==> src/rtl/knn_pkg.sv <==
`default_nettype none
package knn_pkg;

  localparam int unsigned StoreDepth = 1024;
  localparam int unsigned MaxK       = 8;
  localparam int unsigned NumDims    = 4;
  localparam int unsigned NumClasses = 16;

  localparam int unsigned CoordW = 16;
  localparam int unsigned LabelW = 4;
  localparam int unsigned KW     = 4;
  localparam int unsigned DistW  = 35;

  localparam logic [KW-1:0] KReset = 4'd3;

  typedef enum logic [1:0] {
    CMD_LOAD     = 2'd0,
    CMD_CLASSIFY = 2'd1,
    CMD_CLEAR    = 2'd2,
    CMD_NONE     = 2'd3
  } cmd_e;

  typedef struct packed {
    logic [1:0]        cmd;
    logic signed [15:0] coord_0;
    logic signed [15:0] coord_1;
    logic signed [15:0] coord_2;
    logic signed [15:0] coord_3;
    logic [3:0]        label;
  } in_word_t;

  typedef struct packed {
    logic [3:0] class_id;
    logic [3:0] vote_count;
    logic       store_empty;
  } out_word_t;

  typedef enum logic [2:0] {
    ST_IDLE,
    ST_SCAN,
    ST_DRAIN,
    ST_VOTE,
    ST_OUT
  } state_e;

endpackage
`default_nettype wire

==> src/rtl/knn_dist.sv <==
`default_nettype none
// two-stage squared distance: per-axis squares, then sum
module knn_dist #(
  parameter int unsigned NumDims = knn_pkg::NumDims
) (
  input  wire logic                        clk_i,
  input  wire logic [4*knn_pkg::CoordW-1:0] query_i,
  input  wire logic [4*knn_pkg::CoordW-1:0] point_i,
  output logic      [knn_pkg::DistW-1:0]    dist_o
);
  logic [32:0] sq_q [4];

  always_ff @(posedge clk_i) begin
    for (int d = 0; d < 4; d++) begin
      logic signed [16:0] diff;
      logic [16:0] mag;
      diff = 17'($signed(query_i[d*16 +: 16])) - 17'($signed(point_i[d*16 +: 16]));
      mag  = diff[16] ? 17'(-diff) : diff;
      sq_q[d] <= (d < int'(NumDims)) ? 33'({16'd0, mag} * {16'd0, mag}) : 33'd0;
    end
    dist_o <= 35'(sq_q[0]) + 35'(sq_q[1]) + 35'(sq_q[2]) + 35'(sq_q[3]);
  end
endmodule
`default_nettype wire

==> config.mk <==
export PLATFORM = sky130hd
export DESIGN_NAME = knn_dist
export DESIGN_NICKNAME = d
export VERILOG_FILES = /design/src/rtl/knn_pkg.sv /design/src/rtl/knn_dist.sv
export SDC_FILE = /design/constraint.sdc
export NUM_CORES = 2
export LEC_CHECK = 0
export ABC_AREA = 1
export BUFFER_PORTS_ARGS = -buffer_cell sky130_fd_sc_hd__buf_2
export CORE_ASPECT_RATIO = 1.25
export CORE_UTILIZATION = 55
export DETAILED_ROUTE_END_ITERATION = 8
export GPL_ROUTABILITY_DRIVEN = 0
export GPL_TIMING_DRIVEN = 1
export MAX_ROUTING_LAYER = met4
export PLACE_DENSITY = 0.7
export SETUP_SLACK_MARGIN = 0.5
export SYNTH_ARGS = -nofsm -noshare
export SYNTH_HDL_FRONTEND = slang
export SYNTH_SLANG_ARGS = --single-unit
==> constraint.sdc <==
create_clock -name clk_i -period 15 [get_ports clk_i]
set_input_delay 1.5 -clock clk_i [delete_from_list [all_inputs] [get_ports clk_i]]
set_output_delay 1.5 -clock clk_i [all_outputs]
set_load 0.02 [all_outputs]
### Word level (Yosys, flattened, before mapping)

Memories as Yosys holds them, arrays and structs flattened.
Index checks and enable logic that the tools add are counted.

| operators by class | value |
|---|---|
| add/subtract/negate cells | 11 |
| muxes and demuxes | 4 |
| multipliers | 4 |

Operators by type and width:

| cell | number |
|---|---|
| 17-bit by 17-bit multiplier with 33-bit output | 4 |
| 17-bit 2-to-1 mux | 4 |
| 17-bit negation | 4 |
| 16-bit by 16-bit subtractor with 17-bit output | 4 |
| 34-bit by 33-bit adder with 35-bit output | 1 |
| 35-bit by 33-bit adder with 35-bit output | 1 |
| 33-bit by 33-bit adder with 34-bit output | 1 |

| word-level totals | value |
|---|---|
| bits in writable memories | 132 |
| bits in registers | 35 |
| memories kept | 1 |
| input bits | 129 |
| word-level logic and storage cells | 21 |
| output and inout port bits | 35 |

Memory list:

| name | words | bits a word | rd ports | clocked after Yosys merged registers in | write ports | line | source |
|---|---|---|---|---|---|---|---|
| sq_q | 4 | 33 | 4 | 0 | 4 | knn_dist.sv:11 | `logic [32:0] sq_q [4];` |

### Longest topological paths before layout

| depth | value |
|---|---|
| depth in word-level cells | 4 |
| depth in mapped cells | 46 |
| gate-level depth less buffers | 46 |

### Worst setup path before layout

OpenSTA, ideal clock, no wires.

| path | value |
|---|---|
| path type | input to register |
| from | input query_i[48] (netlist name) |
| to | memory sq_q[3][29] |
| data arrival time | 8.286 ns |
| stages on the path | 36 |
| slack | 6.594 ns |
| path through | inv_1 > ha_1 > inv_1 > fa_1 > inv_1 > ha_1 > nand2_1 > nor3_1 > nand3_1 > nor2_2 > nand2_1 > nand4_1 > nand2_1 > inv_1 > buf_2 > nor2_1 > fa_1 > inv_1 > fa_1 > fa_1 > inv_1 > fa_1 > fa_1 > inv_1 > fa_1 > inv_1 > ha_1 > clkbuf_1 > nand2_1 > nor4_1 > nand3_1 > nand3_1 > nand3_1 > nand2_1 > a31oi_1 > xnor2_1 |

RTL lines:

| item | line | source |
|---|---|---|
| from (decl) | knn_dist.sv:7 | `input wire logic [4*knn_pkg::CoordW-1:0] query_i,` |
| to (decl) | knn_dist.sv:11 |  |

==> impl_results.md <==
- Antenna fix cells: 0
- Die Ht: 324 um
- DRC viols: 0
- CP Max Fanout: 11
- Vias per cell: 5.16
- WL/cell: 15.2 um
- Worst-skew pair later-pin latency: 450 ps
- # IOs: 164
- CP top delay family: adder cells
- Slowest-stage cell, CP: xor2_1
- Avg Synthesized Cell Area: 7.87 sq um
- Total negative slack: 0 ps
- Maxcap violations: 0
- Vias in the first global route: 37,800
- # setup viols final: 0
- Total number of vias: 36,300
- Synth cell types: 59
- Register-to-Register Path Depth: 24
- Fin crit share: 62.0%
- Htree depth: 4
- Yosys reg bits: 163
- Synth warnings: 0
- Hold_buf cts: 0
- Global-route wire length before repair: 179 mm
- Initial core utilization: 55.7%
- Root buffer cell: clkbuf_16
- Post-cts resize count: 0
- Commonest non-fill, non-tap cells in the layout: inv_1, nand2_1, fa_1
- Routed WL: 107 mm
- Maximum clock rate: 108 MHz
- Reg2reg start: sq_q[1][4]
- Crit path largest cell delay: 1010 ps
- Top FF cell, synth: dfxtp_1
- Status: finished clean
- Hold depth: 1
- Pin slew with the least headroom to its limit: 1290 ps
- EDFF count, synth: 0
- Critical Path AT: 9630 ps
- Reg clk slew, reported paths: 70 ps
- Share of cells above drive strength 1: 6.97%
- TritonCTS clock tree: built
- Hold WC Path Type: reg2reg
- Number of port buffers: 163
- ANT nets after route: 0
- Full die area: 83,900 sq um
- Hold Path Sink: dist_o[0]
- DP HPWL: 93.9 mm
- Clk_skew: 8.90 ps
- CP required: 15,330 ps
- Most frequent CP cell: fa_1
- Core area: 81,700 sq um
- Row cnt: 117
- Iteration count of the initial detailed-routing pass: 6
- CTS sink cnt: 163
- Synth-to-Final Area Change: 5.82%
- Critical path buffers and inverters: 7
- Worst Setup End Kind: register
- Post-CTS Setup Inserts: 0
- Unrepaired setup endpoints after global routing: false
- Register area share after synthesis: 7.17%
- Number of buffers created by CTS: 17
- Initial antenna violation count: 0
- Commonest non-fill, non-tap cell in the layout: inv_1
- Nets@finish: 7,436
- HP Start: sq_q[2][0]
- Slew headroom: 13.8%
- Syn Inst Count: 5,783
- Final slew viol count: 0
- Total grt overflow: 0
- Reg-to-reg slack, setup: 9980 ps
- Crit Path Category: in2reg
- Initial DRC count: 2,178
- Largest net degree at the start of global routing: 21
- Asr flop ratio synth: 0%
- Post-layout min period: 9290 ps
- GRT Util Overall: 27.4%
- Horiz. Die Dim: 259 um
- CTS max path bufs: 2
- Final Hold Fails: 0
- Worst reg2reg endpoint: dist_o[30]
- Mapped Area: 45,500 sq um
- Setup crit start kind: input pin
[how the worst max path moves through the flow]
stage	cells past startpoint	from	slack [ps]	endpoint
after floorplan	36	query_i[48]	6590	sq_q[3][29]
after global placement	34	query_i[32]	5370	sq_q[2][20]
after detailed placement	34	query_i[32]	5300	sq_q[2][20]
after CTS	34	query_i[32]	5770	sq_q[2][20]
after global routing	34	query_i[32]	5290	sq_q[2][20]
final	34	query_i[0]	5710	sq_q[0][30]
[registers in the layout, indices dropped and copies added, names as in the netlist]
register and cells:
sq_q 128, dist_o 35
[cell usage after synthesis (15+ instances only)]
cell,count,area (sq um)
a21o_1,25,188
a21oi_1,253,1270
buf_2,23,115
dfxtp_1,163,3260
fa_1,802,16100
ha_1,539,6740
inv_1,1574,5910
inv_2,63,236
nand2_1,945,3550
nand2_2,38,238
nand3_1,159,796
nand3b_1,22,165
nand4_1,39,244
nor2_1,518,1940
nor2_2,31,194
nor2_4,15,169
nor3_1,35,175
o21ai_0,122,611
o21bai_1,16,120
xnor2_1,86,753
xor2_1,128,1120
[cell families after synthesis]
kind of cell / share of synthesized area, %
AND/OR/NAND/NOR: 17.2
buffers and inverters: 14.4
adder cells (fa/ha/maj): 50.1
AO/OA/AOI/OAI: 6.37
XOR/XNOR: 4.78
flip-flops: 7.17
other: 0.0165
[worst register-to-register path, stage by stage (launching register included)]
cell,delay (ps)
dfxtp_1,330
ha_1,350
inv_1,90
nor3_1,270
a21oi_1,170
o21bai_1,220
a21oi_1,140
o21ai_0,280
nand2_1,80
nand2_1,100
nand2_1,60
nand2_1,60
xor2_1,370
fa_1,490
inv_1,70
ha_1,270
nand2_1,110
nor2_1,130
inv_1,70
nor3_1,210
nand4_1,130
o211ai_1,300
nand2_1,80
o211ai_1,140
xor2_1,370
[per-layer routing]
layer / GRT usage [%] / up-vias / wire length, um
met3: 2.13 / 268 / 4740
met2: 49.0 / 977 / 55200
li1: - / 17500 / -
met5: - / - / 0
met1: 31.8 / 17600 / 41900
met4: 11.3 / 0 / 5010
[layout make-up]
cell class,instances,area [sq um]
clock inverter,14,166
tap,1071,1340
fill,7558,33500
inverter,1643,6180
timing repair buffer,171,876
sequential,163,3260
clock buffer,18,439
multi-input combinational,3970,35900
[stage by stage]
stage | worst slack [ps] | cell area [sq um] | instances | hold WS, ps | util (%)
6_report | 5710 | 48200 | 7050 | 663 | 58.9
5_1_grt | 5290 | 48200 | 7050 | 666 | 58.9
4_1_cts | 5770 | 48200 | 7050 | 671 | 58.9
3_5_place_dp | 5300 | 47500 | 7018 | 643 | 58.2
3_3_place_gp | 5370 | 47500 | 7018 | 650 | 58.2
2_1_floorplan | 6590 | 45700 | 5832 | 488 | -
Power is not shown: default switching activity piles up to over one toggle a cycle in this logic, so the estimate is an artifact.
