$ cat src/rtl/knn_ram.sv
`default_nettype none
module knn_ram #(
  parameter int unsigned Width = 8,
  parameter int unsigned Depth = 16
) (
  input  wire logic                     clk_i,
  input  wire logic                     we_i,
  input  wire logic [$clog2(Depth)-1:0] waddr_i,
  input  wire logic [Width-1:0]         wdata_i,
  input  wire logic [$clog2(Depth)-1:0] raddr_i,
  output logic      [Width-1:0]         rdata_o
);
  logic [Width-1:0] mem_q [Depth];

  always_ff @(posedge clk_i) begin
    if (we_i) begin
      mem_q[waddr_i] <= wdata_i;
    end
    rdata_o <= mem_q[raddr_i];
  end
endmodule
`default_nettype wire

$ cat config.mk
export PLATFORM = sky130hd
export DESIGN_NAME = knn_ram
export DESIGN_NICKNAME = d
export VERILOG_FILES = /design/src/rtl/knn_ram.sv
export SDC_FILE = /design/constraint.sdc
export NUM_CORES = 1
export LEC_CHECK = 0
export ABC_AREA = 1
export BUFFER_PORTS_ARGS = -buffer_cell sky130_fd_sc_hd__buf_2
export CAP_MARGIN = 30
export CELL_PAD_IN_SITES_DETAIL_PLACEMENT = 1
export CELL_PAD_IN_SITES_GLOBAL_PLACEMENT = 2
export CORE_AREA = 2 2 130 132
export DETAILED_ROUTE_END_ITERATION = 12
export DIE_AREA = 0 0 132 134
export PLACE_DENSITY = 0.82
export RECOVER_POWER = 25
export SYNTH_ARGS = -nofsm -noshare
export SYNTH_HDL_FRONTEND = slang
export SYNTH_SLANG_ARGS = --single-unit
$ cat constraint.sdc
create_clock -name clk_i -period 1.2 [get_ports clk_i]
set_clock_uncertainty 0.1 [all_clocks]
set_input_delay 0.24 -clock clk_i [delete_from_list [all_inputs] [get_ports clk_i]]
set_output_delay 0.24 -clock clk_i [all_outputs]
set_load 0.005 [all_outputs]
# After elaboration in Yosys (flattened, before gate mapping)
# Memories as Yosys holds them, arrays and structs flattened. A register that Yosys moved wholly into a read port is not among the register bits.
# Index checks and enable logic that the tools add are counted.
op_classes:
  n_mux: 2
op_table:
  columns: ["op", "n"]
  rows:
  - ["$mux W1", 2]
word_totals:
  in_bits: 18
  mem_bits_rw: 128
  output_inout_bits: 8
  reg_bits: 0
  elab_cells: 3
  n_memories: 1
mem_list:
  columns: ["memory", "depth", "word_bits", "rd", "rd_clocked_by_memory_dff", "wr", "line", "source"]
  rows:
  - ["mem_q", 16, 8, 1, 1, 1, "13", "logic [Width-1:0] mem_q [Depth];"]

# Longest topological paths before layout
# Gate-level depths: netlist of the first run.
depth:
  depth_word: 2
  depth_mapped: 8

# Worst setup path after synthesis of the first run
# OpenSTA, ideal clock, no wires.
synth_timing:
  kind: "input to register"
  start: "input port waddr_i[3]"
  end: "memory mem_q[4][0] (enable)"
  t_required_ns: 0.730
  path_slack_ns: -0.091
  stages: 2
  n_path_buf: 0
  t_arrival_ns: 0.821
  setup_ns: 0.370
  path_cell_list: "nand3b_1 -> nor2_1"
synth_lines:
  columns: ["element", "line", "source"]
  rows:
  - ["start: declaration", "8", "input wire logic [$clog2(Depth)-1:0] waddr_i,"]
  - ["end: declaration", "13", null]
# Straight into the memory's write port.

# Worst setup path after layout of the first run
layout_timing:
  start: "register rdata_o[2], read port of mem_q"
  end: "output port rdata_o[2]"
layout_lines:
  columns: ["element", "line", "source"]
  rows:
  - ["start: declaration", "11", "output logic [Width-1:0] rdata_o"]
# No word-level cell between the ends.

==> impl_results.md, run 1 <==
* Clk_lat worst skew at 420 ps
* DR WL/cell at 16.8 µm
* Slew Viols, Final at 0
* Critical path launch point: rdata_o[2]
* Clock net sink count at approximately 140
* Fin Setup TNS at -28.2 ps
* DR pass1 iterations at 4
* Layout Nets at between 600 and 700
* Power per cell area at 1600 nW/µm²
* CP delay by family, top: flip-flops
* Total grt overflow at 0
* Die W at ~130 µm
* CTS tree: done
* Syn_area_per_cell at about 10 µm²
* Ys flop type: edfxtp_1
* Final WS setup at -28.2 ps
* Initial antenna violation count at 0
* Biggest area consumer among synthesized cells: edfxtp_1
* Critical Path Stages at 1
* Syn nets at about 570
* Violated checks: setup timing
* R2R cell count at 6
* Die Ht at ~130 µm
* Vias in the first global route at ~4,200
* Largest net degree at the start of global routing at 41
* FF+latch count, synth at 136
* Routed WL at 14,100 µm
* CP max stage cell: dfxtp_4
* Worst Setup Start Kind: flop
* Final number of setup-violating endpoints at 1
* WP buf/inv at 1
* CTS Buf Count at 17
* Vias at 3,896
* Reg2reg start: mem_q[6][4]
* Tcrit/Tclk final at 102%
* Area growth syn-to-layout at 20.3%
* FP Rows at 47
* Final hold violations at 0
* Crit. End Element: primary output
* H-tree depth at 4
* Number of setup buffers added after CTS at 0
* Inserted Diodes at 0
* Core area at between 15,000 and 20,000 µm²
* Max Cap Viol at 0
* Power Total at 11,100 µW
* Worst Hold Class: input pin to flop
* HPWL Detailed at roughly 10000 µm
* Clk root buf: clkbuf_16
* Crit path max fanout at 1
* Critical path cell sequence: buf_6
* Post-synth ARST share at 0%
* GP Congestion at ~0.80
* VDD IR-drop max at about 1200 µV
* EDFF count, synth at ~130
* Io pins at 26
* Synth Cell Area at a little under 6000 µm²
* Synth cell count leaders: 173 x nand2_1, 128 x edfxtp_1, 100 x inv_1
* Data required time of the critical path at approximately 860 ps
* Mapped Cells at 551
* Final ANT Viol Nets at 0
* CP max stage delay at about 360 ps
* CTS Buffer Depth at 2
* Hold Crit Depth at 1
* Clk slew on worst S/H paths at ~60 ps
* Top post-synthesis cells by area: edfxtp_1 67%, nand2_1 11%, nand3_1 8.4%, inv_1 6.5%, dfxtp_1 2.8%
* PortBufs at 25
* Layout cell share with drive strength beyond 1 at 14.7%
* Worst Setup EP: rdata_o[2]
* Yosys Warn Count at 0
* Least-Margin Pin Slew at between 700 and 800 ps
* Fmax at about 0.81 GHz
* RSZ-0062 raised after global routing: yes
* Crit Reg-Reg Endpoint: rdata_o[4]
* Status: finished with violations
* Initial Util at 35.4%
* Critical Path AT at around 900 ps
* Vias/cell at 4.65
* Share of the synthesized area in the top cell type at 66.7%
* DRC viols at 0
* Global-route wire length before repair at 22,600 µm
* Initial drt markers at 193
* Most common cell in the netlist: nand2_1
* Post-synth cell types at 12
* Die area at roughly 18,000 µm²
* Leakage power total at ~0.0030 µW
* Total global-route track usage at between 10% and 20%
* Register area share after synthesis at between 60% and 70%
* Category of the most critical setup path: flop to primary output
* Min Tclk post-route at about 1200 ps
* Max_slew headroom at a little under half
* Reg2Reg Setup Slack at around 100 ps
==> how the worst min path moves through the flow <==
stage / from / to / slack (ps)
2_1_floorplan: wdata_i[0] / mem_q[0][0] / 240
3_3_place_gp: rdata_o[0] / rdata_o[0] / 520
3_5_place_dp: rdata_o[0] / rdata_o[0] / 520
4_1_cts: wdata_i[6] / mem_q[5][6] / 130
5_1_grt: wdata_i[7] / mem_q[11][7] / 170
6_report: wdata_i[4] / mem_q[12][4] / 150
==> cell usage in the layout (no fill, tap or decap) <==
master and count:
clkbuf_1 6, dfxtp_2 3, nor2_2 6, buf_12 7
nand3b_1 2, buf_6 2, nand3_1 97, dfxtp_1 4
bufinv_16 3, nand2_1 173, nor2_1 11, edfxtp_1 128
buf_2 18, dfxtp_4 1, clkinv_2 5, clkinv_1 6
clkbuf_16 17, buf_4 27, inv_2 2, inv_1 100
==> sequential cells by signal, summed over array words and instances, names as in the netlist <==
name     cells
mem_q      128
rdata_o      8
==> metrics by stage <==
stage	setup slack (ps)	hold WS [ps]	utilization (%)	instance area, µm²	instances
after floorplan	-90.8	239	-	5780	551
after global placement	-225	521	39.0	6360	806
after detailed placement	-228	519	39.0	6360	806
after CTS	-49.3	131	42.6	6940	838
after global routing	-48.2	166	42.6	6940	838
final	-28.2	153	42.6	6940	838
==> final cells by class <==
cell class,instances,area (µm²)
Sequential cell,136,4010
Timing Repair Buffer,59,474
Fill cell,1834,9350
Clock inverter,14,138
Multi-Input combinational cell,289,1230
Tap cell,220,275
Clock buffer,18,429
Inverter,102,383
==> timing repair <==
| item | 4_1_cts | 5_1_grt |
|---|---|---|
| setup endpoints to repair | 4 | 6 |
| hold buffers | 0 | 0 |
| resized for setup | 5 | 2 |
==> power by group <==
group | switching (µW) | internal (µW) | leakage (µW) | total [µW]
registers | 35.9 | 5320 | 0.00122 | 5350
clock network | 1840 | 3200 | 0.000282 | 5040
logic | 475 | 242 | 0.00149 | 717
total | 2350 | 8760 | 0.00299 | 11100
==> cells by family (layout without fill, tap and decap cells) <==
| family | Yosys count | count (layout) | synth area share, % |
|---|---|---|---|
| DFF | 136 | 136 | 69.4 |
| buffers and inverters | 126 | 193 | 9.52 |
| and+or+nand+nor | 289 | 289 | 21.0 |
==> layer usage <==
metal | wire length (µm) | share of wire [%] | up-vias | track usage, %
met4 | 234 | 1.7 | 0 | 6.64
met2 | 7240 | 51 | 44 | 29.9
met5 | 0 | 0 | - | 0
met1 | 6370 | 45 | 1950 | 21.3
li1 | - | - | 1883 | -
met3 | 276 | 2.0 | 19 | 3.06
Power figures use the tool's default switching activity.
==> run 2, diff against run 1 <==
ABC_AREA = not set   (was 1)
CORE_AREA = 2 2 113 115   (was 2 2 130 132)
CTS_CLUSTER_DIAMETER = 120   (was not set)
DIE_AREA = 0 0 115 117   (was 0 0 132 134)
==> run 2 against run 1 <==
Against the previous run:
- the run still ends with setup timing left
- clock power is essentially flat
- wire length decreased by 15%
- sequential power about the same
- critical path depth is 2 higher
- die area fell by 24%
- first-iteration DRC count is 66% higher
- critical endpoint is now rdata_o[0]
- area after synthesis decreased by 11%
- design area shrank 5.1%
- largest cell class unchanged
==> impl_results.md, run 2 <==
* Status: finished with violations (unchanged)
* Violated checks: setup timing (unchanged)
* Syn_area_per_cell at 22.5 µm² (was 10.5 µm²)
* Max Cap Viol at 0 (unchanged)
* Initial antenna violation count at 0 (unchanged)
* Final ANT Viol Nets at 0 (unchanged)
* Largest family of logic cells by synthesized area: multiplexers (was simple AND/OR/NAND/NOR gates)
* Fin util at 53.5% (was 42.6%)
* Clk root buf: clkbuf_16 (unchanged)
* Crit Reg-Reg Endpoint: rdata_o[0] (was rdata_o[4])
* Largest regs: mem_q: 128 flops, rdata_o: 8 flops (unchanged)
* Max reg flops at 128 (unchanged)
* Final WS setup at -236 ps (was -28.2 ps)
* Vias in the first global route at 2,817 (was 4,202)
* Inserted Diodes at 0 (unchanged)
* Post-synth cell types at 19 (was 12)
* Core area at 12,300 µm² (was 16,300 µm²)
* Reg2reg start: mem_q[11][0] (was mem_q[6][4])
* HPWL Detailed at 7680 µm (was 9840 µm)
* Critical path launch point: mem_q[11][0] (was rdata_o[2])
* EDFF count, synth at 128 (unchanged)
* H-tree depth at 4 (unchanged)
* Biggest register: mem_q (unchanged)
* Layout fillers at 1,113 (was 1,834)
* Power per cell area at 1680 nW/µm² (was 1600 nW/µm²)
* Least-Margin Pin Slew at 685 ps (was 796 ps)
* Crit. End Element: flop (was primary output)
* RSZ-0062 raised after global routing: yes (unchanged)
* Adder-Cell Fraction of Synth Area at 0% (unchanged)
* Area growth syn-to-layout at 27.9% (was 20.3%)
* Post-synthesis mux area share at 15.0% (was 0%)
* Routed WL at 11,900 µm (was 14,100 µm)
* Total global-route track usage at 19.4% (was 17.2%)
* CP max stage delay at 500 ps (was 360 ps)
* Slew Viols, Final at 0 (unchanged)
* Io pins at 26 (unchanged)
* Min Tclk post-route at 1440 ps (was 1230 ps)
* DR pass1 iterations at 4 (unchanged)
* Vias/cell at 5.59 (was 4.65)
* Total grt overflow at 0 (unchanged)
* Worst Hold Class: input pin to flop (unchanged)
* CTS Buffer Depth at 2 (unchanged)
* Layout cell share with drive strength beyond 1 at 49.2% (was 14.7%)
* Initial Util at 41.8% (was 35.4%)
* Critical path cell sequence: mux4_2, a22oi_2, nand2_1 (was buf_6)
* Synth Cell Area at 5150 µm² (was 5770 µm²)
* Ys flop type: edfxtp_1 (unchanged)
* Xor and xnor fraction of the mapped netlist area at 0% (unchanged)
* Critical Path AT at 1630 ps (was 890 ps)
* Worst Setup Start Kind: flop (unchanged)
* DRC viols at 0 (unchanged)
* Final hold slack at 122 ps (was 153 ps)
* Biggest area consumer among synthesized cells: edfxtp_1 (unchanged)
* Synth cell count leaders: 128 x edfxtp_1, 18 x mux4_2, 16 x a22oi_1 (was 173 x nand2_1, 128 x edfxtp_1, 100 x inv_1)
* Mapped Cells at 229 (was 551)
* Tcrit/Tclk final at 120% (was 102%)
* Synth Area in Simple Gates at 3.18% (was 21.0%)
* PortBufs at 25 (unchanged)
* Share of the synthesized area in the top cell type at 74.7% (was 66.7%)
* Largest net degree at the start of global routing at 21 (was 41)
* DR WL/cell at 25.8 µm (was 16.8 µm)
* FP Rows at 41 (was 47)
* CTS tree: done (unchanged)
* Clk pwr share at 45.6% (was 45.4%)
* FF+latch count, synth at 136 (unchanged)
* Post-synth ARST share at 0% (unchanged)
* Syn nets at 247 (was 569)
* Final hold violations at 0 (unchanged)
* Yosys Warn Count at 0 (unchanged)
* Cell Int Power at 8570 µW (was 8760 µW)
* Sequential Power Share at 48.4% (was 48.2%)
* Data required time of the critical path at 1390 ps (was 860 ps)
* Hold Startpoint: wdata_i[0] (was wdata_i[4])
* Hold Crit Depth at 1 (unchanged)
* Global-route wire length before repair at 17,700 µm (was 22,600 µm)
* VDD IR-drop max at 932 µV (was 1210 µV)
* Fmax at 0.696 GHz (was 0.814 GHz)
* Most frequent cells in the layout: 128 x edfxtp_1, 32 x mux4_2, 19 x buf_4 (was 173 x nand2_1, 128 x edfxtp_1, 100 x inv_1)
* Category of the most critical setup path: flop to flop (was flop to primary output)
* Clk slew on worst S/H paths at 60 ps (about the same)
* Comb power frac at 6.0% (was 6.5%)
* Die area at 13,500 µm² (was 17,700 µm²)
* Max_slew headroom at 54.3% (was 46.9%)
* R2R cell count at 3 (was 6)
* Final number of setup-violating endpoints at 10 (was 1)
* Clk_lat worst skew at 420 ps (about the same)
* Commonest non-fill, non-tap cell in the layout: edfxtp_1 (was nand2_1)
* Number of setup buffers added after CTS at 0 (unchanged)
* Hold_buf cts at 0 (unchanged)
* Top post-synthesis cells by area: edfxtp_1 75%, mux4_2 7.9%, mux4_1 7.1%, dfxtp_1 3.1%, a22oi_1 2.3% (was edfxtp_1 67%, nand2_1 11%, nand3_1 8.4%, inv_1 6.5%, dfxtp_1 2.8%)
* Hold Path End: mem_q[4][0] (was mem_q[12][4])
* Most common cell in the netlist: edfxtp_1 (was nand2_1)
* Register area share after synthesis at 77.8% (was 69.4%)
* Clock net sink count at 136 (unchanged)
* Switching Fraction at 22.6% (was 21.2%)
* Leakage power total at 0.00218 µW (was 0.00299 µW)
* Initial drt markers at 320 (was 193)
* CP max stage cell: mux4_2 (was dfxtp_4)
* Reg2Reg Setup Slack at -240 ps (was 100 ps)
* CTS Buf Count at 17 (unchanged)
* Die Ht at 117 µm (was 134 µm)
* Sw Pwr at 2510 µW (was 2350 µW)
* Die W at 115 µm (was 132 µm)
* Compound-Gate Fraction of Synth Area at 2.33% (was 0%)
* GP Congestion at 0.729 (was 0.796)
* Layout Nets at 318 (was 623)
* Vias at 2,586 (was 3,896)
* Crit path max fanout at 1 (unchanged)
==> run 2: changes by cell type in the layout (fill, tap and decap cells not counted), sizes merged, moves of 3 or more <==
cell,change
buf,+3
nor2,-4
nand2,-164
inv,-91
nand3,-96
clkinv,-10
mux4,+32
nor3,+4
a22oi,+16
==> run 2: how the worst max path moves through the flow <==
stage               slack, ps     endpoint  depth (start not counted)
global placement         -520   rdata_o[4]                          5
detailed placement       -550   rdata_o[4]                          5
global route             -280   rdata_o[0]                          3
CTS                      -200   rdata_o[7]                          3
floorplan                -240  mem_q[0][0]                          2
finish                   -240   rdata_o[0]                          3
==> run 2: worst max-delay path, delay by kind of cell, from the launching register on <==
| kind | cells | cell delay, ps |
|---|---|---|
| AO/OA/AOI/OAI | 1 | 210 |
| flip-flops | 1 | 400 |
| multiplexers | 1 | 500 |
| AND/OR/NAND/NOR | 1 | 100 |
==> run 2: area by class of cell <==
class	instances	area [µm²]	share of cell area (%)
timing repair buffer	62	659	10.0
sequential	136	4010	60.9
clock inverter	15	151	2.30
tap	150	188	2.85
clock buffer	17	425	6.46
multi-input combinational	83	1150	17.4
==> run 2: power by group through the flow <==
| stage | logic (µW) | registers [µW] | clock network [µW] |
|---|---|---|---|
| 6_report | 664 | 5370 | 5050 |
| 5_1_grt | 714 | 5370 | 5290 |
| 4_1_cts | 654 | 5360 | 5120 |
| 3_5_place_dp | 611 | 5450 | 0 |
| 3_3_place_gp | 586 | 5440 | 0 |
| 2_1_floorplan | 309 | 5430 | 0 |
==> run 2: kinds of logic after synthesis <==
kind of cell           after synthesis
AO/OA/AOI/OAI                       16
buffers and inverters               10
flip-flops                         136
multiplexers                        32
AND/OR/NAND/NOR                     35
==> run 2: layer usage <==
| metal | routed length, µm | vias to the layer above | GRT usage [%] |
|---|---|---|---|
| met5 | 0 | - | 0 |
| met3 | 653 | 15 | 4.89 |
| met2 | 6250 | 88 | 32.5 |
| met4 | 207 | 0 | 8.03 |
| met1 | 4830 | 1378 | 24.4 |
| li1 | - | 1105 | - |
==> run 2: repair_timing <==
item	CTS	global route
pin swaps	3	1
gates resized for setup	17	8
setup endpoints to repair	15	23
==> run 2: through the flow <==
| stage | area [µm²] | total power, µW | instances | TNS (ps) | worst slack [ps] |
|---|---|---|---|---|---|
| 2_1_floorplan | 5220 | 5740 | 229 | -14750 | -243 |
| 3_3_place_gp | 5910 | 6020 | 430 | -39890 | -520 |
| 3_5_place_dp | 5910 | 6060 | 430 | -43230 | -548 |
| 4_1_cts | 6560 | 11100 | 462 | -1530 | -196 |
| 5_1_grt | 6580 | 11400 | 463 | -1910 | -285 |
| 6_report | 6580 | 11100 | 463 | -1460 | -236 |
==> run 3, diff against run 2 <==
SETUP_SLACK_MARGIN = 0.4   (was not set)
==> run 3 against run 2 <==
Against the previous run:
- design area increased by 2.0%
- sequential power barely moved
- global-route usage shrank 0.68 points
- sequential cell count is the same
- critical endpoint is now rdata_o[5]
- via count down 1.5%
- the flow still finishes with violations (setup timing)
- maximum frequency up 4.0%
- utilization is 1.1 points higher
==> impl_results.md, run 3 (synthesis results as in run 2) <==
* Status: finished with violations (unchanged)
* Violated checks: setup timing (unchanged)
* Vias in the first global route at 2,761 (was 2,817)
* Worst Hold Class: input pin to flop (unchanged)
* Layout cell share with drive strength beyond 1 at 48.9% (was 49.2%)
* Clk root buf: clkbuf_16 (unchanged)
* Inserted Diodes at 0 (unchanged)
* DR WL/cell at 25.0 µm (was 25.8 µm)
* Core area at 12,300 µm² (unchanged)
* Layout Nets at 318 (unchanged)
* Area growth syn-to-layout at 30.5% (was 27.9%)
* Final hold violations at 0 (unchanged)
* Min Tclk post-route at 1380 ps (was 1440 ps)
* Final hold slack at 132 ps (was 122 ps)
* Die area at 13,500 µm² (unchanged)
* Io pins at 26 (unchanged)
* Die Ht at 117 µm (unchanged)
* Total global-route track usage at 18.7% (was 19.4%)
* Global-route wire length before repair at 17,100 µm (was 17,700 µm)
* Max_slew headroom at 45.3% (was 54.3%)
* Slew Viols, Final at 0 (unchanged)
* Final ANT Viol Nets at 0 (unchanged)
* CTS Buf Count at 17 (unchanged)
* Initial Util at 41.8% (unchanged)
* Critical path launch point: mem_q[3][5] (was mem_q[11][0])
* Crit Reg-Reg Endpoint: rdata_o[5] (was rdata_o[0])
* Hold_buf cts at 0 (unchanged)
* Clock net sink count at 136 (unchanged)
* Vias at 2,548 (was 2,586)
* Reg2reg start: mem_q[3][5] (was mem_q[11][0])
* Commonest non-fill, non-tap cell in the layout: edfxtp_1 (unchanged)
* Least-Margin Pin Slew at 819 ps (was 685 ps)
* Most frequent cells in the layout: 128 x edfxtp_1, 32 x mux4_2, 23 x buf_12 (was 128 x edfxtp_1, 32 x mux4_2, 19 x buf_4)
* R2R cell count at 3 (unchanged)
* Worst Setup EP: rdata_o[5] (was rdata_o[0])
* FP Rows at 41 (unchanged)
* Initial antenna violation count at 0 (unchanged)
* Leakage power total at 0.00221 µW (was 0.00218 µW)
* DRC viols at 0 (unchanged)
* Crit path max fanout at 1 (unchanged)
* Category of the most critical setup path: flop to flop (unchanged)
* Initial drt markers at 130 (was 320)
* Power Total at 10,700 µW (was 11,100 µW)
* Largest regs: mem_q: 128 flops, rdata_o: 8 flops (unchanged)
* Largest net degree at the start of global routing at 19 (was 21)
* Reg2Reg Setup Slack at -180 ps (was -240 ps)
* DR pass1 iterations at 4 (unchanged)
* Clk slew on worst S/H paths at 60 ps (about the same)
* Vias/cell at 5.50 (was 5.59)
* CTS Buffer Depth at 2 (unchanged)
* Max Cap Viol at 0 (unchanged)
* VDD IR-drop max at 981 µV (was 932 µV)
* Total grt overflow at 0 (unchanged)
* Fin Setup TNS at -1140 ps (was -1460 ps)
* RSZ-0062 raised after global routing: yes (unchanged)
* Power per cell area at 1600 nW/µm² (was 1680 nW/µm²)
* Biggest register: mem_q (unchanged)
* GP Congestion at 0.734 (was 0.729)
* Final number of setup-violating endpoints at 9 (was 10)
* Max reg flops at 128 (unchanged)
* Data required time of the critical path at 1390 ps (about the same)
* Routed WL at 11,600 µm (was 11,900 µm)
* H-tree depth at 4 (unchanged)
* Die W at 115 µm (unchanged)
* HPWL Detailed at 7290 µm (was 7680 µm)
* CTS tree: done (unchanged)
* Worst Setup Start Kind: flop (unchanged)
* Final WS setup at -181 ps (was -236 ps)
* Critical Path AT at 1570 ps (was 1630 ps)
* Clk_lat worst skew at 410 ps (was 420 ps)
* Fmax at 0.724 GHz (was 0.696 GHz)
* Crit. End Element: flop (unchanged)
* Tcrit/Tclk final at 115% (was 120%)
* PortBufs at 25 (unchanged)
run 3: metrics by stage:
stage	cell area [µm²]	instances	worst slack (ps)	util (%)
after CTS	6650	461	-177	54.0
after detailed placement	5990	427	-511	48.7
final	6720	463	-181	54.6
after floorplan	5280	229	-243	-
after global placement	5990	427	-493	48.7
after global routing	6720	463	-213	54.6
run 3: final cells by class:
class,instances,area (µm²)
Clock buffer,18,429
Clock inverter,14,110
Fill cell,1074,5600
Multi-Input combinational cell,83,1220
Sequential cell,136,4010
Tap cell,150,188
Timing Repair Buffer,62,756
run 3: critical path, cell delays in order, from the launching register on:
cell and delay (ps):
edfxtp_1 370, mux4_2 490, a22oi_2 220, nand2_1 80
run 3: repair_timing:
action | 4_1_cts | 5_1_grt
gates resized for setup | 26 | 11
pin swaps | 10 | 4
buffers inserted | 2 | 1
setup endpoints to repair | 144 | 144
run 3: per-layer routing:
layer  vias to the layer above  global-route usage (%)  routed length, µm
met5                         -                       0                  0
met3                        16                    4.69                600
met1                      1340                    23.1               4600
met4                         0                    7.95                227
met2                        84                    31.8               6160
li1                       1108                       -                  -
run 3: worst min path at each step:
stage | start | to | slack, ps | cells past startpoint
after floorplan | wdata_i[0] | mem_q[0][0] | 240 | 0
after detailed placement | rdata_o[1] | rdata_o[1] | 530 | 1
after global routing | wdata_i[3] | mem_q[8][3] | 130 | 1
after global placement | wdata_i[7] | mem_q[8][7] | 510 | 1
final | wdata_i[3] | mem_q[0][3] | 130 | 1
after CTS | wdata_i[7] | mem_q[8][7] | 100 | 1
run 3: power by group:
group          internal [µW]  total [µW]  switching, µW  leakage [µW]
clock                   2810        4690           1880      0.000258
sequential              5320        5360           39.5       0.00122
combinational            346         700            354      0.000730
