**src/rtl/knn_pkg.sv**
```systemverilog
`default_nettype none
package knn_pkg;

  localparam int unsigned StoreDepth = 1024;
  localparam int unsigned MaxK       = 8;
  localparam int unsigned NumDims    = 4;
  localparam int unsigned NumClasses = 16;

  localparam int unsigned CoordW = 16;
  localparam int unsigned LabelW = 4;
  localparam int unsigned KW     = 4;
  localparam int unsigned DistW  = 35;

  localparam logic [KW-1:0] KReset = 4'd3;

  typedef enum logic [1:0] {
    CMD_LOAD     = 2'd0,
    CMD_CLASSIFY = 2'd1,
    CMD_CLEAR    = 2'd2,
    CMD_NONE     = 2'd3
  } cmd_e;

  typedef struct packed {
    logic [1:0]        cmd;
    logic signed [15:0] coord_0;
    logic signed [15:0] coord_1;
    logic signed [15:0] coord_2;
    logic signed [15:0] coord_3;
    logic [3:0]        label;
  } in_word_t;

  typedef struct packed {
    logic [3:0] class_id;
    logic [3:0] vote_count;
    logic       store_empty;
  } out_word_t;

  typedef enum logic [2:0] {
    ST_IDLE,
    ST_SCAN,
    ST_DRAIN,
    ST_VOTE,
    ST_OUT
  } state_e;

endpackage
`default_nettype wire

```
**src/rtl/knn_vote.sv**
```systemverilog
`default_nettype none
// serial vote: one neighbour a cycle tallied, then one label a cycle compared
module knn_vote #(
  parameter int unsigned MaxK       = knn_pkg::MaxK,
  parameter int unsigned NumClasses = knn_pkg::NumClasses
) (
  input  wire logic                           clk_i,
  input  wire logic                           rst_ni,
  input  wire logic                           start_i,
  input  wire logic [$clog2(MaxK+1)-1:0]      used_i,
  input  wire logic [MaxK-1:0][knn_pkg::LabelW-1:0] labels_i,
  output logic                                done_o,
  output logic [knn_pkg::LabelW-1:0]          best_o,
  output logic [knn_pkg::KW-1:0]              count_o
);
  localparam int unsigned CW  = $clog2(MaxK+1);
  localparam int unsigned IW  = (MaxK + NumClasses > 2) ? $clog2(MaxK + NumClasses) : 1;
  localparam int unsigned KIW = (MaxK > 1) ? $clog2(MaxK) : 1;
  localparam int unsigned CIW = (NumClasses > 1) ? $clog2(NumClasses) : 1;
  localparam int unsigned LW  = knn_pkg::LabelW;

  logic [NumClasses-1:0][CW-1:0] tally_q;
  logic [IW-1:0] idx_q;
  logic busy_q;
  logic [CW-1:0] bestc_q;
  logic [LW-1:0] best_q;

  always_ff @(posedge clk_i or negedge rst_ni) begin
    if (!rst_ni) begin
      busy_q <= 1'b0;
      done_o <= 1'b0;
      idx_q  <= '0;
    end else begin
      done_o <= 1'b0;
      if (start_i) begin
        busy_q  <= 1'b1;
        idx_q   <= '0;
        tally_q <= '0;
        bestc_q <= '0;
        best_q  <= '0;
      end else if (busy_q) begin
        idx_q <= idx_q + 1'b1;
        if (32'(idx_q) < MaxK) begin
          if (32'(idx_q) < 32'(used_i)) begin
            tally_q[CIW'(labels_i[idx_q[KIW-1:0]])] <=
              tally_q[CIW'(labels_i[idx_q[KIW-1:0]])] + 1'b1;
          end
        end else begin
          if (tally_q[CIW'(32'(idx_q) - MaxK)] > bestc_q) begin
            bestc_q <= tally_q[CIW'(32'(idx_q) - MaxK)];
            best_q  <= LW'(32'(idx_q) - MaxK);
          end
          if (32'(idx_q) == MaxK + NumClasses - 1) begin
            busy_q <= 1'b0;
            done_o <= 1'b1;
          end
        end
      end
    end
  end

  assign best_o  = best_q;
  assign count_o = knn_pkg::KW'(bestc_q);
endmodule
`default_nettype wire

```
**config.mk**
```make
export PLATFORM = sky130hd
export DESIGN_NAME = knn_vote
export DESIGN_NICKNAME = d
export VERILOG_FILES = /design/src/rtl/knn_pkg.sv /design/src/rtl/knn_vote.sv
export SDC_FILE = /design/constraint.sdc
export NUM_CORES = 1
export LEC_CHECK = 0
export BUFFER_PORTS_ARGS = -buffer_cell sky130_fd_sc_hd__buf_2
export CAP_MARGIN = 20
export CELL_PAD_IN_SITES_DETAIL_PLACEMENT = 1
export CELL_PAD_IN_SITES_GLOBAL_PLACEMENT = 1
export CORE_UTILIZATION = 52
export DETAILED_ROUTE_END_ITERATION = 8
export GPL_TIMING_DRIVEN = 0
export PLACE_DENSITY_LB_ADDON = 0.1
export SLEW_MARGIN = 10
export SYNTH_ARGS = -nofsm -noshare
export SYNTH_HDL_FRONTEND = slang
export SYNTH_SLANG_ARGS = --single-unit
```
**constraint.sdc**
```tcl
create_clock -name clk_i -period 7.3 [get_ports clk_i]
set_input_delay 1.46 -clock clk_i [delete_from_list [all_inputs] [get_ports clk_i]]
set_output_delay 1.46 -clock clk_i [all_outputs]
set_load 0.01 [all_outputs]
```
* Yosys cells after proc, flatten, opt, wreduce, memory -nomap -nowiden
Index checks and enable logic that the tools add are counted.
** Cells by class
- Add/sub/neg operators :: 3
- Eq/ne operators :: 1
- Reductions and logical operators :: 2
- Shift operators :: 0
- Mux-type cells :: 28
- $lt $le $gt $ge :: 7
- Multipliers :: 0
- Bitwise operators :: 0
- Divide/modulo/power cells :: 0
** Operator list (number)
- $mux 64 :: 3
- $bwmux 64 :: 1
- $mux 4 :: 10
- $bmux 4 s4 :: 2
- $demux 4 s4 :: 1
- $bmux 4 s3 :: 1
- $lt 4x5->1 const B :: 2
- $mux 5 :: 2
- $mux 1 :: 8
- $add 5x1->5 const B :: 1
- $eq 5x5->1 const B :: 1
- $lt 5x4->1 :: 1
- $lt 5x4->1 const B :: 1
- $add 4x1->4 const B :: 1
- $ge 4x1->1 const B :: 1
- $gt 4x4->1 :: 1
- $lt 3x4->1 const B :: 1
- $sub 4x4->4 const B :: 1
- $reduce_bool 2->1 :: 1
- $logic_and 1x1->1 :: 1
** Word-level totals
- Bits in latches :: 0
- Register bits :: 79
- Memories :: 0
- Memory bits (writable) :: 0
- Output and inout port bits :: 9
- Bits of input ports :: 39
- ROM bits :: 0
- Logic and storage cells :: 62

* Depth between registers and ports, before layout
Gate-level depths: netlist of run 1.
- Word-level depth :: 10
- Mapped depth :: 18

* Least setup slack after synthesis of run 1
OpenSTA, ideal clock, no wires.
- Path type :: input-to-reg
- From :: input port labels_i[29] (netlist name)
- To :: register tally_q[2] (netlist name) (data pin)
- Data required time :: 7030 ps
- Setup slack :: 2948 ps
- Arrival :: 4082 ps
- Stages :: 17
- Cell sequence :: mux2i_1 mux4_2 buf_6 buf_4 mux2i_1 nand2_1 o211ai_1 and4_1 buf_2 buf_1 inv_1 ha_1 inv_1 nand4_1 clkbuf_1 nand3_1 a21oi_1
** Between the ends
- Word-level cells in the longest chain between the ends :: 10
- Elaborated cells between the ends (all ways) :: 14
- Those cells by class :: 1 x add/sub; 2 x order compare; 10 x mux; 1 x reduce/logical
** RTL lines
- start: declaration :: RTL line knn_vote.sv:11 : input wire logic [MaxK-1:0][knn_pkg::LabelW-1:0] labels_i,
- $bmux 4 s3 * :: RTL line knn_vote.sv:45, knn_vote.sv:46
- $mux 4 (not written as such) * :: RTL line knn_vote.sv:45, knn_vote.sv:46
- parallel branches: the longest is 4 deep, another holds $add 4x1->4
- $bwmux 64 * :: RTL line knn_vote.sv:45 : tally_q[CIW'(labels_i[idx_q[KIW-1:0]])] <=
- $mux 64 * :: RTL line knn_vote.sv:44 : if (32'(idx_q) < 32'(used_i)) begin
- $mux 64 * :: RTL line knn_vote.sv:43 : if (32'(idx_q) < MaxK) begin
- $mux 64 * :: RTL line knn_vote.sv:41 : end else if (busy_q) begin
- end: declaration :: RTL line knn_vote.sv:22 : logic [NumClasses-1:0][CW-1:0] tally_q;
Every way passes the cells marked *. The select of a mux whose other input is x is not followed.
A chain may end at the register's enable or synchronous reset.

* Worst setup path after layout of run 1
- From :: input port labels_i[17] (netlist name)
- To :: register tally_q[42] (netlist name) (data pin)
The elaborated chain is that of the path after synthesis.

==> metrics.md, run 1 <==
| Metric | Value |
|---|---|
| Status | finished clean |
| Yosys top cell by area | edfxtp_1 |
| Worst R2R Path Depth | 13 |
| Area delta synth->final | 11.42% |
| Int Power | 0.8754 mW |
| Switching power total | 0.5216 mW |
| Measured slew at the worst slew-check pin | 0.9971 ns |
| IO buf count | 46 |
| Crit path buf inv count | 8 |
| Crit-path slowest cell | buf_1 |
| Switching fraction of total power | 0.3734 |
| Worst-path fanout max | 10 |
| Vias per cell | 6.535 |
| Worst R2R Start | idx_q[0]$_DFFE_PN0P_ |
| Power per cell area | ~230 mW/mm² |
| Vias in the first global route | 4655 |
| CP Cell Sequence | buf_2, mux2i_1, mux4_2, buf_6, buf_4, mux2i_1, nand2_1, o211ai_1, and4_1, buf_2, buf_1, inv_1, ha_1, inv_1, nand4_1, clkbuf_1, nand3_1, a21oi_1 |
| Crit path DAT | 5.27 ns |
| First-pass DRT Iterations | 5 |
| Overall power | 1.397 mW |
| Startpoint types | input port |
| GRT Util Overall | 0.3374 |
| Starting Density | 0.5419 |
| Initial antenna violation count | 0 |
| Crit-path max cell delay | 0.49 ns |
| Max cap viols | 0 |
| CP startpoint | labels_i[17] |
| Synthesized area per cell | 10.78 µm² |
| Hold WS | 0.6063 ns |
| Number of enable flip-flop cells after synthesis | 72 |
| Leakage | around 2.2 nW |
| Simple-Gate Fraction of Synth Area | 0.09855 |
| Main combinational cell family by area after synthesis | multiplexers |
| Die area | 0.01069 mm² |
| Crit Path Class | input port to flip-flop |
| WP depth | 18 |
| Most common cell after layout, fill and taps aside | edfxtp_1 |
| Endpoints failing hold | 0 |
| Worst min path class | flip-flop to flip-flop |
| Reg2reg end | best_o[3]$_SDFFCE_PP0P_ |
| Final net count | 603 |
| WL final | 16670 µm |
| Synth area leaders | edfxtp_1, mux4_2, mux2i_1, a21oi_1, o21ai_0 |
| Flop pwr share | 0.406 |
| Main synth FF type | edfxtp_1 |
| Final slew viol count | 0 |
| Fmax | 193.4 MHz |
| Slew headroom | 0.3353 |
| Mapped Area | 0.005345 mm² |
| Post-synthesis sequential area ratio | 0.4373 |
| Core ar. | 0.009864 mm² |
| Avg WL per Cell | 24.08 µm |
| Cells after DPL | 676 |
| Adder-Cell Fraction of Synth Area | 0.02107 |
| Setup-failing EPs final | 0 |
| Comb power frac | 0.362 |
| Fillers | 1109 |
| Final RePlAce weighted congestion | between 0.8 and 0.9 |
| HPWL reported at the end of detailed placement | 11940 µm |
| Unrepaired setup endpoints after global routing | no |
| H-tree depth | 3 |
| Post-synth top area share | 0.4045 |
| Mux contribution to synthesized area | 0.2294 |
| Clk sinks | a little under 80 |
| Ys Warns | 0 |
| Critical path's top delay family | buffers and inverters |
| Total setup buffers inserted after CTS | 0 |
| First-pass GRT wire length | around 26000 µm |
| Clock transition at path regs | 0.08 ns |
| Final period util | 0.7083 |
| Site Rows | 36 |
| Mapped Nets | between 500 and 600 |
| Clock latency on the worst-skew pair | 0.38 ns |
| Root buffer cell | clkbuf_8 |
| Antenna Nets Post-Route | 0 |
| Die Wd | 103.4 µm |
| ANT cells | 0 |
| DRC | 0 |
| R2r setup slk | 2.25 ns |
| Total CTS buffers | 9 |
| Non-filler cells, final | 692 |
| FFs w/ async S/R, synth | 0.08861 |
| Setup_tns | 0 ns |
| Die H | 103.4 µm |
| CTS resizes | 0 |
| Synth Area in XOR/XNOR | 0.006554 |
| Synth Instances | 496 |
| Total number of vias | 4522 |
| Peak supply drop | 0.1271 mV |
| Crit. End Element | flip-flop |
| CTS tree | done |
| Clk_skew | 0.01011 ns |
| Share of cells above drive strength 1 | 0.2057 |
| Final Critical Period | between 5 and 6 ns |
| Initial drt markers | between 300 and 400 |
| Compound-cell area share of the yosys netlist | 0.1573 |
| Gr ovfl total | 0 |
| Number of synthesized register bits | between 70 and 80 |
| Crit path capture | tally_q[42]$_SDFFCE_PP0P_ |
| Clock power frac | 0.232 |
| # IOs | 48 |
| Hold buffers post-CTS | 0 |
| Cell variety after synth | 46 |
| Largest net degree at the start of global routing | between 40 and 50 |
| Clock buffer depth | 2 |
| Commonest non-fill, non-tap cells in the layout | edfxtp_1, buf_2, a21oi_1, o21ai_0, nand2_1 |
| CP required | 7.40 ns |
[cell families after synthesis]
family,after synthesis
DFF,79
xor gates and xnor gates,4
adders and majority gates,9
AOI/OAI and AO/OA,146
buffers and inverters,54
muxes,84
and+or+nand+nor,120
[final cells by class]
class	count	area (µm²)	area share
timing repair buffer	48	265.3	0.04454
clock inverter	4	47.55	0.007983
buffer	44	229.0	0.03845
clock buffer	11	131.4	0.02206
sequential	79	2337	0.3924
multi-input combinational	363	2741	0.4603
inverter	10	37.54	0.006303
tap	133	166.4	0.02794
[Yosys cell counts (3+ instances only)]
library cell and count:
a21o_1 3, a21oi_1 50, a311oi_1 5, a31oi_1 11, buf_1 7, buf_2 5, buf_4 3, buf_6 3
clkbuf_1 23, dfrtp_1 7, edfxtp_1 72, ha_1 9, inv_1 10, mux2_2 8, mux2i_1 46, mux2i_4 3
mux4_2 27, nand2_1 47, nand3_1 17, nand4_1 4, nor2_1 39, o211ai_1 8, o21ai_0 49, o21bai_1 11
xor2_1 3
[worst reg2reg max path: cells and delay by family, from the launching register on]
family          cells  cell delay (ns)
flops               1             0.38
simple gates        3             0.30
buf+inv             3             1.58
mux                 2             1.00
compound gates      4             1.21
fa+ha+maj           1             0.32
[registers in the layout, summed over array words and instances, names as in the netlist]
signal / cells
tally_q: 64
idx_q: 5
count_o: 4
done_o: 1
best_o: 4
busy_q: 1
[per-stage QoR]
stage	setup slack, ns	util	instance area, µm²
floorplan	2.948	-	5345
global placement	2.022	0.5821	5742
detailed placement	1.821	0.5851	5772
CTS	2.179	0.6032	5951
global route	1.936	0.6038	5956
finish	2.129	0.6038	5956
[worst min path at each step]
stage	start	depth (start not counted)	end	slack, ns
6_report	best_o[0]$_SDFFCE_PP0P_	2	best_o[0]$_SDFFCE_PP0P_	0.61
5_1_grt	best_o[0]$_SDFFCE_PP0P_	2	best_o[0]$_SDFFCE_PP0P_	0.65
4_1_cts	best_o[0]$_SDFFCE_PP0P_	2	best_o[0]$_SDFFCE_PP0P_	0.61
3_5_place_dp	best_o[0]$_SDFFCE_PP0P_	2	best_o[0]$_SDFFCE_PP0P_	0.59
3_3_place_gp	best_o[3]$_SDFFCE_PP0P_	2	best_o[3]$_SDFFCE_PP0P_	0.57
2_1_floorplan	idx_q[4]$_DFFE_PN0P_	2	idx_q[4]$_DFFE_PN0P_	0.57
[power groups by stage]
stage / registers [mW] / logic [mW] / clock network (mW)
6_report: 0.567 / 0.505 / 0.325
5_1_grt: 0.572 / 0.542 / 0.339
4_1_cts: 0.566 / 0.497 / 0.324
3_5_place_dp: 0.576 / 0.494 / 0
3_3_place_gp: 0.573 / 0.473 / 0
2_1_floorplan: 0.566 / 0.333 / 0
[layer usage]
metal	vias up	global-route usage	share of wire
met5	-	0	0
met4	0	0.1528	0.038
met3	53	0.06317	0.075
met2	189	0.5670	0.50
met1	2273	0.4242	0.39
li1	2007	-	-
Power figures use the tool's default switching activity.
==> inputs of run 2 (changes only) <==
--- a/config.mk
+++ b/config.mk
@@ -9,7 +9,7 @@
 export CAP_MARGIN = 20
 export CELL_PAD_IN_SITES_DETAIL_PLACEMENT = 1
 export CELL_PAD_IN_SITES_GLOBAL_PLACEMENT = 1
-export CORE_UTILIZATION = 52
+export CORE_UTILIZATION = 43
 export DETAILED_ROUTE_END_ITERATION = 8
 export GPL_TIMING_DRIVEN = 0
 export PLACE_DENSITY_LB_ADDON = 0.1
==> constraint.sdc (replaced) <==
create_clock -name clk_i -period 4.6 [get_ports clk_i]
set_input_delay 0.92 -clock clk_i [delete_from_list [all_inputs] [get_ports clk_i]]
set_output_delay 0.92 -clock clk_i [all_outputs]
set_load 0.01 [all_outputs]
==> metrics.md, run 2 (synthesis results as in run 1) <==
| Metric | Value |
|---|---|
| Final Critical Period | 4.281 ns |
| Die H | about 110 µm |
| Worst-path fanout max | 19 |
| Starting Density | 0.4432 |
| Site Rows | 40 |
| Area delta synth->final | 13.86% |
| Startpoint types | flip-flop |
| Endpoints failing hold | 0 |
| Antenna Nets Post-Route | 0 |
| Avg WL per Cell | 23.02 µm |
| Clk_skew | slightly above 0.01 ns |
| Commonest non-fill, non-tap cells in the layout | edfxtp_1, buf_2, a21oi_1, o21ai_0, nand2_1 |
| Initial antenna violation count | 0 |
| Die Wd | about 110 µm |
| Power per cell area | 387.6 mW/mm² |
| CP required | 4.68 ns |
| CTS tree | done |
| Core ar. | 0.01206 mm² |
| Crit. End Element | flip-flop |
| Setup-failing EPs final | 0 |
| WL final | approximately 17000 µm |
| Fillers | 1335 |
| Vias in the first global route | 4517 |
| Cells after DPL | 711 |
| Max reg flops | 64 |
| # IOs | 48 |
| Total CTS buffers | 9 |
| Fmax | ~230 MHz |
| Place WS | -0.4222 ns |
| Crit path buf inv count | 7 |
| CP Cell Sequence | buf_6, mux2i_1, mux4_2, buf_6, buf_4, mux2i_1, nand2_1, o211ai_1, and4_1, buf_2, inv_1, ha_1, inv_1, nand4_1, clkbuf_1, nand3_1, a21oi_1 |
| Slew headroom | 0.3445 |
| Critical path's top delay family | buffers and inverters |
| GRT Util Overall | 0.2750 |
| Clock latency on the worst-skew pair | 0.35 ns |
| Status | finished clean |
| Crit-path max cell delay | roughly 0.5 ns |
| Share of cells above drive strength 1 | 0.2115 |
| Total setup buffers inserted after CTS | 0 |
| Crit path DAT | 4.36 ns |
| Biggest regs | tally_q (64), idx_q (5) |
| Final net count | 601 |
| Largest net degree at the start of global routing | 44 |
| Max cap viols | 0 |
| Vias per cell | 6.048 |
| Final slew viol count | 0 |
| Die area | 0.01288 mm² |
| Crit Path Class | flip-flop to flip-flop |
| Root buffer cell | clkbuf_16 |
| Gr ovfl total | 0 |
| Leakage | 2.292 nW |
| Most common cell after layout, fill and taps aside | edfxtp_1 |
| Crit-path slowest cell | mux4_2 |
| Clk sinks | 79 |
| Measured slew at the worst slew-check pin | 0.9750 ns |
| IO buf count | 46 |
| Peak supply drop | 0.2803 mV |
| Most flops, register | tally_q |
| Clock buffer depth | 2 |
| DRC | 0 |
| Non-filler cells, final | 726 |
| Total number of vias | approximately 4400 |
| First-pass GRT wire length | between 20000 and 30000 µm |
| First-pass DRT Iterations | 4 |
| ANT cells | 0 |
| Final RePlAce weighted congestion | ~0.88 |
| Clock transition at path regs | 0.06 ns |
| H-tree depth | 3 |
| Fin worst setup slack | 0.3191 ns |
| Initial drt markers | 240 |
| Worst min path class | flip-flop to flip-flop |
| Unrepaired setup endpoints after global routing | no |
| HPWL reported at the end of detailed placement | between 10000 and 15000 µm |
| Final period util | 0.9306 |
[run 2: path summary, 6_finish.rpt]
| path | startpoint | endpoint | slack (ns) | cells past startpoint |
|---|---|---|---|---|
| max | idx_q[1]$_DFFE_PN0P_ | tally_q[42]$_SDFFCE_PP0P_ | 0.32 | 17 |
| min | best_o[3]$_SDFFCE_PP0P_ | best_o[3]$_SDFFCE_PP0P_ | 0.60 | 2 |
| max reg2reg | idx_q[1]$_DFFE_PN0P_ | tally_q[42]$_SDFFCE_PP0P_ | 0.32 | 17 |
| min reg2reg | best_o[3]$_SDFFCE_PP0P_ | best_o[3]$_SDFFCE_PP0P_ | 0.60 | 2 |
| max in group asynchronous | rst_ni | idx_q[2]$_DFFE_PN0P_ | 3.43 | 2 |
| min in group asynchronous | rst_ni | idx_q[4]$_DFFE_PN0P_ | 0.96 | 2 |
[run 2: worst reg2reg max path, stage by stage, from the launching register on]
cell and delay [ns]:
dfrtp_1 0.43, buf_6 0.18, mux2i_1 0.11, mux4_2 0.51, buf_6 0.19, buf_4 0.22
mux2i_1 0.18, nand2_1 0.08, o211ai_1 0.13, and4_1 0.20, buf_2 0.38, inv_1 0.10
ha_1 0.20, inv_1 0.07, nand4_1 0.29, clkbuf_1 0.42, nand3_1 0.23, a21oi_1 0.09
[run 2: through the flow]
stage / setup TNS [ns] / total power [mW] / hold WS, ns / util / instance area [µm²]
floorplan: 0 / 1.427 / 0.5730 / - / 5345
global placement: -7.674 / 1.677 / 0.5753 / 0.4797 / 5786
detailed placement: -10.05 / 1.703 / 0.5893 / 0.4822 / 5816
CTS: 0 / 2.360 / 0.6047 / 0.5049 / 6090
global route: 0 / 2.443 / 0.6691 / 0.5046 / 6086
finish: 0 / 2.359 / 0.5959 / 0.5046 / 6086
[run 2: routing by layer]
| metal | up-vias | part of all wire | GRT usage |
|---|---|---|---|
| met5 | - | 0 | 0 |
| met4 | 0 | 0.019 | 0.09649 |
| met3 | 21 | 0.053 | 0.05260 |
| met2 | 136 | 0.49 | 0.4557 |
| met1 | 2229 | 0.44 | 0.3608 |
| li1 | 2005 | - | - |
[run 2: final cells by class]
type | count | area (µm²) | share of cell area
timing repair buffer | 47 | 260.3 | 0.04276
clock buffer | 12 | 236.5 | 0.03886
inverter | 10 | 37.54 | 0.006168
sequential | 79 | 2337 | 0.3840
buffer | 43 | 236.5 | 0.03886
tap | 168 | 210.2 | 0.03454
multi-input combinational | 363 | 2745 | 0.4511
clock inverter | 4 | 22.52 | 0.003701
[run 2: power by group]
group / total [mW] / leakage [nW] / switching, mW / internal, mW
Sequential: 0.900 / 0.827 / 0.0430 / 0.857
Clock: 0.664 / 0.128 / 0.300 / 0.364
Combinational: 0.795 / 1.34 / 0.510 / 0.285
[run 2: repair_timing]
action / 4_1_cts / 5_1_grt
hold buffers: 0 / 0
resized for setup: 5 / 3
endpoints found under the hold margin: 0 / 0
endpoints found under the setup margin: 20 / 8
==> inputs of run 3 (changes only) <==
--- a/config.mk
+++ b/config.mk
@@ -12,7 +12,8 @@
 export CORE_UTILIZATION = 43
 export DETAILED_ROUTE_END_ITERATION = 8
 export GPL_TIMING_DRIVEN = 0
-export PLACE_DENSITY_LB_ADDON = 0.1
+export HOLD_SLACK_MARGIN = 0.05
+export PLACE_DENSITY = 0.8
 export SLEW_MARGIN = 10
 export SYNTH_ARGS = -nofsm -noshare
 export SYNTH_HDL_FRONTEND = slang
==> metrics.md, run 3 (synthesis results as in run 1) <==
| Metric | Value |
|---|---|
| Status | finished clean |
| Crit path buf inv count | 7 |
| Crit-path slowest cell | mux4_2 |
| Crit path DAT | 4.38 ns |
| Commonest non-fill, non-tap cells in the layout | edfxtp_1, buf_2, a21oi_1, o21ai_0, nand2_1 |
| Final RePlAce weighted congestion | 0.8906 |
| Final period util | 0.9332 |
| Share of cells above drive strength 1 | 0.2118 |
| Switching fraction of total power | 0.3658 |
| Largest net degree at the start of global routing | 54 |
| Total number of vias | 4532 |
| Final net count | 600 |
| Multi-input logic area | 0.002745 mm² |
| CTS tree | done |
| Power per cell area | about 400 mW/mm² |
| Root buffer cell | clkbuf_16 |
| Biggest regs | tally_q (64), idx_q (5) |
| Clock power frac | 0.279 |
| Die H | 113.5 µm |
| Worst-path fanout max | 19 |
| Clock transition at path regs | 0.06 ns |
| Final slew viol count | 0 |
| Avg WL per Cell | around 23 µm |
| Core ar. | 0.01206 mm² |
| ANT cells | 0 |
| WL final | roughly 17000 µm |
| Antenna Nets Post-Route | 0 |
| Worst min path class | flip-flop to flip-flop |
| Flop pwr share | 0.381 |
| Crit-path max cell delay | 0.57 ns |
| Crit. End Element | flip-flop |
| First-pass GRT wire length | 26750 µm |
| Clk sinks | 79 |
| GRT Util Overall | 0.2805 |
| Initial drt markers | 400 |
| Clock latency on the worst-skew pair | 0.36 ns |
| Int Power | 1.504 mW |
| Post-layout util | 0.5041 |
| Clock buffer depth | 2 |
| Final instance area | a little over 0.006 mm² |
| Peak supply drop | approximately 0.2 mV |
| Overall power | 2.371 mW |
| Area delta synth->final | 13.76% |
| Comb power frac | 0.340 |
| Slew headroom | 0.3696 |
| Gr ovfl total | 0 |
| Die Wd | 113.5 µm |
| First-pass DRT Iterations | 5 |
| DRC | 0 |
| Unrepaired setup endpoints after global routing | no |
| H-tree depth | 3 |
| Switching power total | 0.8674 mW |
| Max reg flops | between 60 and 70 |
| Dpl cell area | 0.005816 mm² |
| Starting Density | 0.4432 |
| # IOs | 48 |
| Site Rows | 40 |
| Critical path's top delay family | buffers and inverters |
| Most flops, register | tally_q |
| Vias in the first global route | 4756 |
| Most common cell after layout, fill and taps aside | edfxtp_1 |
| Crit Path Class | flip-flop to flip-flop |
| Leakage | 2.287 nW |
| HPWL reported at the end of detailed placement | 12330 µm |
| Setup-failing EPs final | 0 |
| Total setup buffers inserted after CTS | 0 |
| Vias per cell | 6.251 |
| Endpoints failing hold | 0 |
| Clk_skew | between 0.009 and 0.01 ns |
| Register Area | between 0.002 and 0.0025 mm² |
| Startpoint types | flip-flop |
| Die area | 0.01288 mm² |
| Final Critical Period | 4.293 ns |
| CP required | 4.68 ns |
| Fmax | between 200 and 250 MHz |
| CP Cell Sequence | buf_4, mux4_2, buf_6, buf_4, mux2i_1, nand2_1, o211ai_1, and4_1, buf_2, inv_1, ha_1, inv_1, nand4_1, clkbuf_1, nand3_1, a21oi_1 |
| IO buf count | 46 |
| Measured slew at the worst slew-check pin | 0.9375 ns |
| Fillers | 1343 |
| Initial antenna violation count | 0 |
| Total CTS buffers | 9 |
| Max cap viols | 0 |
[run 3: changes by cell type in the layout (fill, tap and decap cells not counted)]
cell	before	now
clkbuf_1	24	22
clkinvlp_4	0	1
clkinv_4	1	0
clkinv_1	1	2
[run 3: cell type report]
type | count | share of cell area
Multi-Input combinational cell | 363 | 0.4514
Sequential cell | 79 | 0.3844
Timing Repair Buffer | 47 | 0.04280
Clock buffer | 11 | 0.03827
Buffer | 42 | 0.03827
Tap cell | 168 | 0.03457
Inverter | 10 | 0.006173
Clock inverter | 5 | 0.004115
[run 3: timing repair]
action / in CTS / in global routing
hold buffers: 0 / 0
endpoints found under the setup margin: 8 / 28
resized for setup: 5 / 4
[run 3: worst reg2reg max path, stage by stage (launching register included)]
cell and delay [ns]:
dfrtp_1 0.35, buf_4 0.33, mux4_2 0.58, buf_6 0.18, buf_4 0.22, mux2i_1 0.16
nand2_1 0.07, o211ai_1 0.14, and4_1 0.21, buf_2 0.39, inv_1 0.10, ha_1 0.20
inv_1 0.08, nand4_1 0.29, clkbuf_1 0.42, nand3_1 0.21, a21oi_1 0.08
[run 3: path summary, 6_finish.rpt]
kind | end | startpoint | slack (ns) | depth (start not counted)
min in group asynchronous | busy_q$_DFF_PN0_ | rst_ni | 0.85 | 2
hold / removal | best_o[3]$_SDFFCE_PP0P_ | best_o[3]$_SDFFCE_PP0P_ | 0.61 | 2
hold reg to reg | best_o[3]$_SDFFCE_PP0P_ | best_o[3]$_SDFFCE_PP0P_ | 0.61 | 2
max in group asynchronous | idx_q[2]$_DFFE_PN0P_ | rst_ni | 3.52 | 2
setup / recovery | tally_q[38]$_SDFFCE_PP0P_ | idx_q[0]$_DFFE_PN0P_ | 0.31 | 16
setup reg to reg | tally_q[38]$_SDFFCE_PP0P_ | idx_q[0]$_DFFE_PN0P_ | 0.31 | 16
[run 3: per-layer routing]
metal / track usage / wire length (µm)
met5: 0 / 0
met4: 0.1544 / 693
met3: 0.04463 / 1064
met2: 0.4646 / 8275
met1: 0.3522 / 6969
[run 3: per-stage QoR]
stage	instances	TNS [ns]	worst slack [ns]	hold slack [ns]
after detailed placement	711	-7.581	-0.3984	0.5964
final	725	0	0.3071	0.6064
after global placement	710	-4.108	-0.2860	0.5740
after floorplan	496	0	0.5318	0.5730
after CTS	727	0	0.01485	0.6112
after global routing	725	0	0.1258	0.6431
[run 3: power by group through the flow]
stage	clock network [mW]	registers (mW)	logic [mW]
floorplan	0	0.899	0.528
global placement	0	0.910	0.749
detailed placement	0	0.917	0.790
CTS	0.659	0.902	0.795
global route	0.682	0.909	0.860
finish	0.662	0.904	0.805
